==> src/sv/idc_pkg.sv <==
// Shared constants, status codes and calendar tables for the day count block.
`default_nettype none

package idc_pkg;

  // Field widths of the date pair and the result.
  localparam int unsigned MONTH_W  = 4;
  localparam int unsigned DAY_W    = 5;
  localparam int unsigned YEAR_W   = 14;
  localparam int unsigned COUNT_W  = 22;
  localparam int unsigned STATUS_W = 2;

  // Default upper bound of an accepted year.
  localparam int unsigned MAX_YEAR_DEFAULT = 9999;

  // A day number of any 14-bit year fits in 23 bits.
  localparam int unsigned DAYNUM_W = 23;

  // Width of the year bound compare, wide enough for any 16-bit bound.
  localparam int unsigned YBOUND_W = 17;

  // Division by 100 through a reciprocal multiply, exact below 2**14.
  localparam int unsigned DIV100_SHIFT = 20;
  localparam int unsigned DIV100_MUL   = 10486;
  localparam int unsigned DIV100_PW    = YEAR_W + 14;
  localparam int unsigned QUOT100_W    = 8;
  localparam int unsigned CENTURY      = 100;

  localparam int unsigned DAYS_PER_YEAR = 365;

  // Width of the small terms of a day number: leap corrections,
  // days before the month and the day itself.
  localparam int unsigned ADJ_W   = YEAR_W - 2;
  localparam int unsigned SMALL_W = ADJ_W + 1;
  localparam int unsigned DBM_W   = 9;

  localparam logic [COUNT_W-1:0] COUNT_MAX = {COUNT_W{1'b1}};

  // Result status codes.
  localparam logic [STATUS_W-1:0] STATUS_OK       = 2'd0;
  localparam logic [STATUS_W-1:0] STATUS_BAD_DATE = 2'd1;
  localparam logic [STATUS_W-1:0] STATUS_REVERSED = 2'd2;

  localparam logic [MONTH_W-1:0] MONTH_FEB = 4'd2;
  localparam logic [MONTH_W-1:0] MONTH_DEC = 4'd12;

  // Days in the months before the given one, common year.
  function automatic logic [DBM_W-1:0] days_before_month(input logic [MONTH_W-1:0] m);
    logic [DBM_W-1:0] r;
    case (m)
      4'd1:    r = 9'd0;
      4'd2:    r = 9'd31;
      4'd3:    r = 9'd59;
      4'd4:    r = 9'd90;
      4'd5:    r = 9'd120;
      4'd6:    r = 9'd151;
      4'd7:    r = 9'd181;
      4'd8:    r = 9'd212;
      4'd9:    r = 9'd243;
      4'd10:   r = 9'd273;
      4'd11:   r = 9'd304;
      4'd12:   r = 9'd334;
      default: r = 9'd0;
    endcase
    return r;
  endfunction

  // Length of the given month; February follows the leap flag.
  function automatic logic [DAY_W-1:0] month_length(input logic [MONTH_W-1:0] m,
                                                   input logic leap);
    logic [DAY_W-1:0] r;
    case (m)
      4'd2:    r = leap ? 5'd29 : 5'd28;
      4'd4,
      4'd6,
      4'd9,
      4'd11:   r = 5'd30;
      4'd1,
      4'd3,
      4'd5,
      4'd7,
      4'd8,
      4'd10,
      4'd12:   r = 5'd31;
      default: r = 5'd0;
    endcase
    return r;
  endfunction

endpackage

`default_nettype wire

==> src/sv/idc_if.sv <==
// Valid/ready channel interfaces for date pair beats and day count beats.
`default_nettype none

interface idc_in_if;
  logic                            valid;
  logic                            ready;
  logic [idc_pkg::MONTH_W-1:0]     first_month;
  logic [idc_pkg::DAY_W-1:0]       first_day;
  logic [idc_pkg::YEAR_W-1:0]      first_year;
  logic [idc_pkg::MONTH_W-1:0]     second_month;
  logic [idc_pkg::DAY_W-1:0]       second_day;
  logic [idc_pkg::YEAR_W-1:0]      second_year;

  modport source (
    output valid, first_month, first_day, first_year,
           second_month, second_day, second_year,
    input  ready
  );
  modport sink (
    input  valid, first_month, first_day, first_year,
           second_month, second_day, second_year,
    output ready
  );
endinterface

interface idc_out_if;
  logic                            valid;
  logic                            ready;
  logic [idc_pkg::COUNT_W-1:0]     day_count;
  logic [idc_pkg::STATUS_W-1:0]    status;

  modport source (
    output valid, day_count, status,
    input  ready
  );
  modport sink (
    input  valid, day_count, status,
    output ready
  );
endinterface

`default_nettype wire

==> src/sv/inclusive_day_count_between_dates.sv <==
// Top level: pipelined inclusive day count between two Gregorian dates.
//
// Each input beat carries two dates (month, day, year); each output beat gives
// the number of days from the first date to the second, both ends counted, with
// status 0. A month, day or year out of range in either date gives status 1, a
// second date before the first gives status 2, and the count is zero in both
// cases. The block takes one date pair per cycle unless the output stalls, and
// each result passes five register stages: reciprocal multiplies for the
// century division, leap and correction terms, month table and validity, day
// number sum, and compare with the output register. A stall on the output
// backs up stage by stage, and empty stages still take data.
// Years from 1 to MAX_YEAR are accepted.
`default_nettype none

module inclusive_day_count_between_dates #(
  parameter int unsigned MAX_YEAR = idc_pkg::MAX_YEAR_DEFAULT
) (
  input  wire        clk_i,
  input  wire        rst_ni,
  idc_in_if.sink     in_i,
  idc_out_if.source  out_o
);

  localparam int unsigned MW = idc_pkg::MONTH_W;
  localparam int unsigned DW = idc_pkg::DAY_W;
  localparam int unsigned YW = idc_pkg::YEAR_W;
  localparam int unsigned NW = idc_pkg::DAYNUM_W;
  localparam int unsigned PW = idc_pkg::DIV100_PW;
  localparam int unsigned QW = idc_pkg::QUOT100_W;
  localparam int unsigned AW = idc_pkg::ADJ_W;
  localparam int unsigned SW = idc_pkg::SMALL_W;

  // Stage valid bits and advance enables.
  logic s1_v_q, s2_v_q, s3_v_q, s4_v_q, out_v_q;
  logic s1_en, s2_en, s3_en, s4_en, out_en;

  assign out_en = !out_v_q || out_o.ready;
  assign s4_en  = !s4_v_q  || out_en;
  assign s3_en  = !s3_v_q  || s4_en;
  assign s2_en  = !s2_v_q  || s3_en;
  assign s1_en  = !s1_v_q  || s2_en;

  assign in_i.ready = s1_en;

  always_ff @(posedge clk_i or negedge rst_ni) begin
    if (!rst_ni) begin
      s1_v_q  <= 1'b0;
      s2_v_q  <= 1'b0;
      s3_v_q  <= 1'b0;
      s4_v_q  <= 1'b0;
      out_v_q <= 1'b0;
    end else begin
      if (s1_en)  s1_v_q  <= in_i.valid;
      if (s2_en)  s2_v_q  <= s1_v_q;
      if (s3_en)  s3_v_q  <= s2_v_q;
      if (s4_en)  s4_v_q  <= s3_v_q;
      if (out_en) out_v_q <= s4_v_q;
    end
  end

  // Per-date inputs, lane 0 is the first date and lane 1 the second.
  logic [1:0][MW-1:0] in_month;
  logic [1:0][DW-1:0] in_day;
  logic [1:0][YW-1:0] in_year;

  assign in_month = {in_i.second_month, in_i.first_month};
  assign in_day   = {in_i.second_day,   in_i.first_day};
  assign in_year  = {in_i.second_year,  in_i.first_year};

  // Date validity and day number of each lane at stage four.
  logic [1:0]         s4_ok_q;
  logic [1:0][NW-1:0] s4_num_q;

  for (genvar l = 0; l < 2; l++) begin : g_lane
    logic [MW-1:0] s1_month_q, s2_month_q;
    logic [DW-1:0] s1_day_q,   s2_day_q;
    logic [YW-1:0] s1_year_q,  s1_py_q;
    logic          s1_yok_q,   s2_yok_q;
    logic [PW-1:0] s1_prod_y_q, s1_prod_py_q;
    logic          s2_leap_q;
    logic [NW-1:0] s2_py365_q, s3_py365_q;
    logic [AW-1:0] s2_adj_q;
    logic          s3_ok_q;
    logic [SW-1:0] s3_small_q;

    // Stage one: year bounds and reciprocal multiplies for division by 100.
    logic [YW-1:0] py_d;
    logic          yok_d;

    assign py_d  = in_year[l] - YW'(1);
    assign yok_d = (in_year[l] != '0) &&
                   ({{(idc_pkg::YBOUND_W - YW){1'b0}}, in_year[l]}
                    <= idc_pkg::YBOUND_W'(MAX_YEAR));

    always_ff @(posedge clk_i) begin
      if (s1_en) begin
        s1_month_q   <= in_month[l];
        s1_day_q     <= in_day[l];
        s1_year_q    <= in_year[l];
        s1_py_q      <= py_d;
        s1_yok_q     <= yok_d;
        s1_prod_y_q  <= PW'(in_year[l]) * PW'(idc_pkg::DIV100_MUL);
        s1_prod_py_q <= PW'(py_d) * PW'(idc_pkg::DIV100_MUL);
      end
    end

    // Stage two: leap flag, whole years in days and the leap day correction.
    logic [QW-1:0] q_y, q_py;
    logic          div100, leap_d;
    logic [AW-1:0] adj_d;

    assign q_y    = s1_prod_y_q[idc_pkg::DIV100_SHIFT +: QW];
    assign q_py   = s1_prod_py_q[idc_pkg::DIV100_SHIFT +: QW];
    assign div100 = (s1_year_q == YW'(YW'(q_y) * YW'(idc_pkg::CENTURY)));
    assign leap_d = div100 ? (q_y[1:0] == 2'b00) : (s1_year_q[1:0] == 2'b00);
    assign adj_d  = s1_py_q[YW-1:2] - AW'(q_py) + AW'(q_py[QW-1:2]);

    always_ff @(posedge clk_i) begin
      if (s2_en) begin
        s2_month_q <= s1_month_q;
        s2_day_q   <= s1_day_q;
        s2_yok_q   <= s1_yok_q;
        s2_leap_q  <= leap_d;
        s2_py365_q <= NW'(s1_py_q) * NW'(idc_pkg::DAYS_PER_YEAR);
        s2_adj_q   <= adj_d;
      end
    end

    // Stage three: month table, day range check and the small terms.
    logic          mok_d, dok_d, leapfix;
    logic [DW-1:0] len_d;

    assign mok_d   = (s2_month_q != '0) && (s2_month_q <= idc_pkg::MONTH_DEC);
    assign len_d   = idc_pkg::month_length(s2_month_q, s2_leap_q);
    assign dok_d   = (s2_day_q != '0) && (s2_day_q <= len_d);
    assign leapfix = s2_leap_q && (s2_month_q > idc_pkg::MONTH_FEB);

    always_ff @(posedge clk_i) begin
      if (s3_en) begin
        s3_ok_q    <= mok_d && dok_d && s2_yok_q;
        s3_py365_q <= s2_py365_q;
        s3_small_q <= SW'(s2_adj_q) + SW'(idc_pkg::days_before_month(s2_month_q))
                      + SW'(s2_day_q) + SW'(leapfix);
      end
    end

    // Stage four: full day number.
    always_ff @(posedge clk_i) begin
      if (s4_en) begin
        s4_ok_q[l]  <= s3_ok_q;
        s4_num_q[l] <= s3_py365_q + NW'(s3_small_q);
      end
    end
  end

  // Output stage: order check, inclusive difference and saturation.
  logic [NW:0]                   cnt_d;
  logic [idc_pkg::COUNT_W-1:0]   count_d;
  logic [idc_pkg::STATUS_W-1:0]  status_d;

  assign cnt_d = {1'b0, s4_num_q[1]} - {1'b0, s4_num_q[0]} + (NW+1)'(1);

  always_comb begin
    if (!(s4_ok_q[0] && s4_ok_q[1])) begin
      status_d = idc_pkg::STATUS_BAD_DATE;
      count_d  = '0;
    end else if (s4_num_q[1] < s4_num_q[0]) begin
      status_d = idc_pkg::STATUS_REVERSED;
      count_d  = '0;
    end else begin
      status_d = idc_pkg::STATUS_OK;
      if (cnt_d[NW:idc_pkg::COUNT_W] != '0) begin
        count_d = idc_pkg::COUNT_MAX;
      end else begin
        count_d = cnt_d[idc_pkg::COUNT_W-1:0];
      end
    end
  end

  logic [idc_pkg::COUNT_W-1:0]  count_q;
  logic [idc_pkg::STATUS_W-1:0] status_q;

  always_ff @(posedge clk_i) begin
    if (out_en) begin
      count_q  <= count_d;
      status_q <= status_d;
    end
  end

  assign out_o.valid     = out_v_q;
  assign out_o.day_count = count_q;
  assign out_o.status    = status_q;

endmodule

`default_nettype wire

==> src/flat_wrapper.sv <==
// flat-port wrapper written by rule: the top's interface ports become plain ports
module inclusive_day_count_between_dates_flat 
#(
  parameter int unsigned MAX_YEAR = idc_pkg::MAX_YEAR_DEFAULT
)
  (clk_i, rst_ni, in_i_valid, in_i_first_month, in_i_first_day, in_i_first_year, in_i_second_month, in_i_second_day, in_i_second_year, in_i_ready, out_o_valid, out_o_day_count, out_o_status, out_o_ready);
  idc_in_if in_i_i ();
  idc_out_if out_o_i ();
  input  wire clk_i;
  input  wire rst_ni;
  input wire logic [$bits(in_i_i.valid)-1:0] in_i_valid;
  input wire logic [$bits(in_i_i.first_month)-1:0] in_i_first_month;
  input wire logic [$bits(in_i_i.first_day)-1:0] in_i_first_day;
  input wire logic [$bits(in_i_i.first_year)-1:0] in_i_first_year;
  input wire logic [$bits(in_i_i.second_month)-1:0] in_i_second_month;
  input wire logic [$bits(in_i_i.second_day)-1:0] in_i_second_day;
  input wire logic [$bits(in_i_i.second_year)-1:0] in_i_second_year;
  output wire logic [$bits(in_i_i.ready)-1:0] in_i_ready;
  output wire logic [$bits(out_o_i.valid)-1:0] out_o_valid;
  output wire logic [$bits(out_o_i.day_count)-1:0] out_o_day_count;
  output wire logic [$bits(out_o_i.status)-1:0] out_o_status;
  input wire logic [$bits(out_o_i.ready)-1:0] out_o_ready;
  assign in_i_i.valid = in_i_valid;
  assign in_i_i.first_month = in_i_first_month;
  assign in_i_i.first_day = in_i_first_day;
  assign in_i_i.first_year = in_i_first_year;
  assign in_i_i.second_month = in_i_second_month;
  assign in_i_i.second_day = in_i_second_day;
  assign in_i_i.second_year = in_i_second_year;
  assign in_i_ready = in_i_i.ready;
  assign out_o_valid = out_o_i.valid;
  assign out_o_day_count = out_o_i.day_count;
  assign out_o_status = out_o_i.status;
  assign out_o_i.ready = out_o_ready;
  inclusive_day_count_between_dates #(.MAX_YEAR(MAX_YEAR)) u_core (.clk_i(clk_i), .rst_ni(rst_ni), .in_i(in_i_i), .out_o(out_o_i));
endmodule
==> config.mk <==
export PLATFORM = sky130hd
export DESIGN_NAME = inclusive_day_count_between_dates_flat
export DESIGN_NICKNAME = d
export VERILOG_FILES = /design/src/sv/idc_pkg.sv /design/src/sv/idc_if.sv /design/src/sv/inclusive_day_count_between_dates.sv /design/src/flat_wrapper.sv
export SDC_FILE = /design/constraint.sdc
export NUM_CORES = 2
export LEC_CHECK = 0
export CAP_MARGIN = 20
export CORE_MARGIN = 2
export CORE_UTILIZATION = 60
export CTS_CLUSTER_DIAMETER = 50
export DETAILED_ROUTE_END_ITERATION = 16
export DONT_BUFFER_PORTS = 1
export GPL_ROUTABILITY_DRIVEN = 0
export PLACE_DENSITY = 0.74
export SETUP_SLACK_MARGIN = 0.5
export SLEW_MARGIN = 30
export SYNTH_ARGS = -nofsm -noshare
export SYNTH_HDL_FRONTEND = slang
export SYNTH_SLANG_ARGS = --single-unit
==> constraint.sdc <==
create_clock -name clk_i -period 7.45 [get_ports clk_i]
set_clock_uncertainty 0.1 [all_clocks]
set_input_delay 0 -clock clk_i [delete_from_list [all_inputs] [get_ports clk_i]]
set_output_delay 0 -clock clk_i [all_outputs]
set_load 0.005 [all_outputs]
* After elaboration in Yosys (flattened, before gate mapping)
Memory sizes are Yosys's and may differ from the RTL's. A register that Yosys moved wholly into a read port is not among the register bits.
Cells that the tools add are included.
** Storage, ports and cells
- Output and inout bits :: 26
- Memories kept :: 2
- Register bits after elaboration :: 427
- Input bits :: 50
- Memory bits (read-only) :: 288
** Memory list
- (name not given) :: depth 16, bits a word 9, read ports 1, clocked after Yosys merged registers in 1, write ports 0, RTL line idc_pkg.sv:50 : case (m)
- (name not given) :: depth 16, bits a word 9, read ports 1, clocked after Yosys merged registers in 1, write ports 0, RTL line idc_pkg.sv:50
** Cells by class
- Eq/ne operators :: 26
- $add $sub $neg :: 16
- $mul :: 8
- Magnitude comparators :: 9
- Reduce and logical (&&, ||, !) cells :: 39
- Bitwise logic cells :: 1
- Multiplexer cells :: 12
** Operators by type and width (number)
- multiplier 14 x 13 -> 27 bit, second input constant :: 4
- adder 23 x 13 -> 23 bit :: 2
- multiplier 14 x 9 -> 23 bit, second input constant :: 2
- equality test 4 bit, second input constant :: 10
- equality test 4 x 3 -> 1 bit, second input constant :: 8
- one-hot mux 5 bit (3 select lines) :: 2
- equality test 14 bit :: 2
- less-or-equal comparator 14 bit, second input constant :: 2
- nonzero test 14 bit :: 2
- subtractor 14 x 1 -> 14 bit, second input constant :: 2
- adder 12 x 9 -> 13 bit :: 2
- adder 13 x 1 -> 13 bit :: 2
- adder 13 x 5 -> 13 bit :: 2
- adder 12 x 6 -> 12 bit :: 2
- adder 24 x 1 -> 24 bit, second input constant :: 1
- multiplier 8 x 5 -> 12 bit, second input constant :: 2
- subtractor 12 x 8 -> 12 bit :: 2
- subtractor 23 x 23 -> 24 bit :: 1
- < comparator 23 bit :: 1
- 2-to-1 mux 22 bit :: 1
- 2-to-1 mux 9 bit :: 2
- equality test 4 x 2 -> 1 bit, second input constant :: 4
- OR reduction 7 bit :: 2
- logical AND 1 bit :: 13
- other kinds (16) :: 38

* Longest topological paths before layout
- Word-level depth :: 8
- Mapped depth :: 28
- Mapped depth without buffers :: 28

* Worst setup path before layout
OpenSTA, ideal clock, no wires.
- Path kind :: reg-to-reg
- Start :: register u_core.out_v_q, in the netlist u_core.out_o.valid
- End :: register u_core.g_lane[0].s1_day_q[0] (enable)
- Stages on the path, launching flop included :: 6
- Arrival :: 6.059 ns
- Clock period less this slack :: 6.632 ns
- Data required time :: 6.877 ns
- Path slack :: 0.818 ns
- Library setup time :: 0.473 ns
- Path through :: dfrtp_1 > nor2b_1 > nand4_1 > buf_1 > inv_1 > nand2_1
** Between the ends
- Word-level cells in the longest chain between the ends :: 6
** Ends and longest elaborated chain
- from (decl) :: RTL line inclusive_day_count_between_dates.sv:34 : logic s1_v_q, s2_v_q, s3_v_q, s4_v_q, out_v_q;
- from (signal assigned) :: RTL line inclusive_day_count_between_dates.sv:57 : if (out_en) out_v_q <= s4_v_q;
- logical NOT 1 bit :: RTL line inclusive_day_count_between_dates.sv:37 : assign out_en = !out_v_q || out_o.ready;
- logical OR 1 bit :: RTL line inclusive_day_count_between_dates.sv:37
- logical OR 1 bit :: RTL line inclusive_day_count_between_dates.sv:38 : assign s4_en = !s4_v_q || out_en;
- logical OR 1 bit :: RTL line inclusive_day_count_between_dates.sv:39 : assign s3_en = !s3_v_q || s4_en;
- logical OR 1 bit :: RTL line inclusive_day_count_between_dates.sv:40 : assign s2_en = !s2_v_q || s3_en;
- logical OR 1 bit :: RTL line inclusive_day_count_between_dates.sv:41 : assign s1_en = !s1_v_q || s2_en;
- via in_i_ready :: RTL line flat_wrapper.sv:18 : output wire logic [$bits(in_i_i.ready)-1:0] in_i_ready;
- to (signal assigned) :: RTL line inclusive_day_count_between_dates.sv:98 : s1_day_q <= in_day[l];
- to (decl) :: RTL line inclusive_day_count_between_dates.sv:76 : logic [DW-1:0] s1_day_q, s2_day_q;
The timed path passes the listed nets, and every way through them passes these cells.
A chain may end at the register's enable or synchronous reset.

* Final worst setup path
- Start :: input in_i_second_year[0]
- End :: register u_core.g_lane[1].s1_prod_py_q[27] (data pin)
** Between the ends
- Word-level cells in the longest chain between the ends :: 2
** Ends and longest elaborated chain
- from (decl) :: RTL line flat_wrapper.sv:17 : input wire logic [$bits(in_i_i.second_year)-1:0] in_i_second_year;
- subtractor 14 x 1 -> 14 bit :: RTL line inclusive_day_count_between_dates.sv:90 : assign py_d = in_year[l] - YW'(1);
- via u_core.g_lane[1].py_d[0] :: RTL line inclusive_day_count_between_dates.sv:87 : logic [YW-1:0] py_d;
- multiplier 14 x 13 -> 27 bit :: RTL line inclusive_day_count_between_dates.sv:103 : s1_prod_py_q <= PW'(py_d) * PW'(idc_pkg::DIV100_MUL);
- to (signal assigned) :: RTL line inclusive_day_count_between_dates.sv:103
- to (decl) :: RTL line inclusive_day_count_between_dates.sv:79 : logic [PW-1:0] s1_prod_y_q, s1_prod_py_q;
The timed path passes the listed nets, and every way through them passes these cells.

==> results.md <==
STA:
- Hold is met by 0.00526 ns.
- Setup repair after global routing could not meet its margin everywhere.
- Derived from the worst setup path, the maximum achievable clock frequency is 0.153 GHz.
- The final-report hold violation count was 0.
- In the final timing run, aggregate negative setup slack is 0 ns.
- The routed design could run at a clock period as short as 6.53 ns.
- The relative max-transition margin is 37.8%.
- Setup violations remaining at the end of the flow were counted as 0.
- The post-route fraction of the period consumed by the critical path is 87.6%.
- The actual slew at the worst max-slew pin is 0.930 ns.
- The max-slew violation count is 0.

Worst setup path:
- For flop-to-flop paths, the worst setup slack is 2.45 ns.
- The worst setup path is launched from an input pin.
- In this run the number of cells on the critical path is 28.
- The kind of cell with the highest combined delay on the critical path is adder cells.
- The cell count of the worst reg-to-reg path is 15.
- The largest individual stage delay along the critical path comes from the cell sky130_fd_sc_hd__dlygate4sd3_1.
- The worst setup path is of the input pin to flip-flop kind.
- Counting both buffers and inverters, the worst setup path holds a total of 6.
- The data required time of the worst path is 7.66 ns.
- The worst setup path is captured at a flip-flop.
- In this run the critical register-to-register path is launched from u_core.g_lane[0].s1_py_q[5].
- Of all nets on the critical path, the largest fanout is 7.
- The endpoint identified for the worst register-to-register timing path is u_core.g_lane[0].s2_py365_q[19].
- The largest stage delay on the critical path is 0.58 ns.
- The data arrival time of the critical path is 6.73 ns.

Hold path:
- The worst hold path begins at in_i_first_year[12].
- The class of the tightest hold or removal check is input pin to flip-flop.
- The worst hold path was traced through 3 stages.
- The endpoint of the worst hold path is u_core.g_lane[0].s1_py_q[12].

Die:
- During I/O placement, the number of pins put on the boundary was 76.
- The total die area is 66400 sq um.
- The die outline width is 258 microns.
- The number of rows created at floorplan is 93.
- The initial utilization of the core area, before any placement, comes to 60.4%.
- From bottom edge to top edge, the die measures 258 microns.
- The core outline area is 64000 sq um.

Synth:
- The post-synthesis net count is 4731.
- By area the synthesized netlist is led by sky130_fd_sc_hd__edfxtp_1, sky130_fd_sc_hd__ha_1, sky130_fd_sc_hd__fa_1.
- After technology mapping, the gate count stands at 3562.
- The prevailing post-synth register cell is sky130_fd_sc_hd__edfxtp_1.
- The synthesized design contains 369 register bits.
- The fraction of registers with async set or reset after synthesis is 1.36%.
- The mapped cell area is 38600 sq um.
- The count of synthesis-stage warnings from yosys is 0.
- Of all cell types, the one taking the most synthesized area is sky130_fd_sc_hd__edfxtp_1.
- The post-synthesis area per instance is 10.8 sq um.
- Summing the sequential cell areas from Yosys gives 28.2% of the chip area.
- Yosys mapped the design onto 75 distinct sky130hd cell types.
- The number of enable flip-flop cells after synthesis is 346.
- The top cell type's share of synthesized area is 26.9%.

Route:
- The sum of routed wire length over all layers is 72700 microns.
- The final routed DRC violation total is 0.
- The detailed router finished its first iteration with 1246 violations.
- For this run, the detailed router's first-pass iteration total came to 5.
- Detailed routing inserted a total of 24200 vias.
- The wire length per cell is 15.9 microns.
- The via-per-instance ratio is 5.28.
- In this run the remaining antenna-violating nets after routing total 0.

Clock tree:
- The H-tree depth is 2.
- The clock-pin slew reported for the worst setup and hold paths after clock tree synthesis is 0.05 ns.
- In this run the post-CTS setup repair buffer count came out at 0.
- The clock tree from TritonCTS is yes.
- The cell chosen for the clock root is sky130_fd_sc_hd__clkbuf_16.
- The clock net in this run drives a total of 369 sinks.
- The insertion delay to the later sink of the worst-skew pair is 0.59 ns.
- The maximum buffer depth of the clock tree is 3.
- Buffers inserted during clock tree synthesis total 45.

Layout:
- The area growth from synthesis to layout is 9.22%.
- The multi-input gate area in the final layout is 24400 sq um.
- For this run, the number of standard cells in the final layout without fillers is 4582.
- At the end of the flow the core is filled with cells to 65.9%.
- Summing all flip-flop and latch instances after layout gives 10900 sq um.
- The most common library cell in the layout ignoring fill and taps is sky130_fd_sc_hd__inv_1.
- The ratio of cells with drive above 1 in the final layout is 3.38%.
- The number of antenna diodes in the final layout is 0.
- Counting the fill cells in the layout gives 4934.
- The net count of the finished layout is 4860.
- In the layout the commonest cells are sky130_fd_sc_hd__inv_1, sky130_fd_sc_hd__ha_1, sky130_fd_sc_hd__fa_1.

GRT:
- The wire length of the first global-routing pass is 123000 microns.
- The via count of the first global-routing pass was 25300.
- The combined global-route utilization of all metal layers is 22.8%.
- The number of antenna violations at the first check in global routing is 1.
- The total congestion overflow after global routing is 0.
- Entering global routing, the biggest net connects 76 pins.

Placement:
- Input and output buffers added on the ports amount to 0.
- The sum of net half-perimeters after detailed placement is 59300 microns.
- Once placement completed, the tool counted placed cells totaling 4419.

Job:
- The tool flagged a number of max-cap violations equal to 0.

Outcome:
- The run finished with clean final reports.
-- logic make-up after synthesis --
group | share of synthesized area (%)
mux | 0.405
xor+xnor | 4.99
compound gates | 7.95
buf+inv | 8.74
simple gates | 6.16
flops | 28.2
fa+ha+maj | 43.6
-- how the worst max path moves through the flow --
stage	start	endpoint	slack, ns
floorplan	u_core.out_o.valid	u_core.g_lane[0].s1_day_q[0]	0.82
global placement	in_i_second_year[2]	u_core.g_lane[1].s1_prod_py_q[27]	0.66
detailed placement	in_i_second_year[2]	u_core.g_lane[1].s1_prod_py_q[27]	0.53
CTS	in_i_second_year[0]	u_core.g_lane[1].s1_prod_py_q[27]	0.70
global route	in_i_second_year[0]	u_core.g_lane[1].s1_prod_py_q[27]	0.47
finish	in_i_second_year[0]	u_core.g_lane[1].s1_prod_py_q[27]	0.92
-- registers in the layout, indices dropped and copies added (netlist names), 16 cells and up, named ones only --
signal and flops:
u_core.s4_num_q 46, u_core.g_lane.s3_small_q 26, u_core.g_lane.s2_py365_q 46, u_core.out_o.day_count 22
u_core.g_lane.s1_year_q 28, u_core.g_lane.s1_py_q 28, u_core.g_lane.s3_py365_q 46, u_core.g_lane.s1_prod_py_q 16
u_core.g_lane.s2_adj_q 24, u_core.g_lane.s1_prod_y_q 16
-- area by class of cell --
type	count	share of cell area [%]
timing repair buffer	98	2.24
clock buffer	53	2.79
clock inverter	30	0.893
inverter	879	7.82
sequential	369	25.8
multi-input combinational	2298	57.9
tap	855	2.54
-- layer usage --
metal | part of all wire, % | routed length, microns | global-route usage (%)
met1 | 44 | 32300 | 29.9
met4 | 2.4 | 1720 | 5.96
met2 | 50 | 36400 | 40.5
met3 | 3.2 | 2290 | 2.44
met5 | 0 | 0 | 0
-- tightest hold or removal path: cells and delay by family --
kind | cells | cell delay [ns]
xor gates and xnor gates | 1 | 0.23
buffers and inverters | 2 | 0.31
-- stage by stage --
step | setup WS [ns] | instance area (sq um)
after global routing | 0.472 | 42200
after CTS | 0.700 | 42100
after floorplan | 0.818 | 38600
after detailed placement | 0.526 | 39800
final | 0.925 | 42200
after global placement | 0.656 | 39800
-- cells in the mapped netlist, types with 15 or more instances --
| cell type | number |
|---|---|
| sky130_fd_sc_hd__o21ai_0 | 98 |
| sky130_fd_sc_hd__o21bai_1 | 16 |
| sky130_fd_sc_hd__a21oi_1 | 116 |
| sky130_fd_sc_hd__xnor2_1 | 161 |
| sky130_fd_sc_hd__edfxtp_1 | 346 |
| sky130_fd_sc_hd__fa_1 | 379 |
| sky130_fd_sc_hd__nand2_1 | 117 |
| sky130_fd_sc_hd__nor2_1 | 121 |
| sky130_fd_sc_hd__inv_1 | 879 |
| sky130_fd_sc_hd__nor3_1 | 38 |
| sky130_fd_sc_hd__nor2b_1 | 30 |
| sky130_fd_sc_hd__a21boi_0 | 27 |
| sky130_fd_sc_hd__dfxtp_1 | 18 |
| sky130_fd_sc_hd__a31oi_1 | 19 |
| sky130_fd_sc_hd__ha_1 | 740 |
| sky130_fd_sc_hd__xor2_1 | 59 |
| sky130_fd_sc_hd__and3_1 | 26 |
| sky130_fd_sc_hd__a21o_1 | 46 |
| sky130_fd_sc_hd__o211ai_1 | 25 |
| sky130_fd_sc_hd__nand2b_1 | 20 |
| sky130_fd_sc_hd__a211oi_1 | 16 |
| sky130_fd_sc_hd__nand3_1 | 42 |
| sky130_fd_sc_hd__o21a_1 | 15 |
| sky130_fd_sc_hd__nand4_1 | 17 |
-- repair_timing --
item	in CTS	in global routing
setup endpoints to repair	0	11
endpoints found under the hold margin	79	0
hold buffers	79	0
resized for setup	0	9
Power is not shown: default switching activity piles up to over one toggle a cycle in this logic, so the estimate is an artifact.
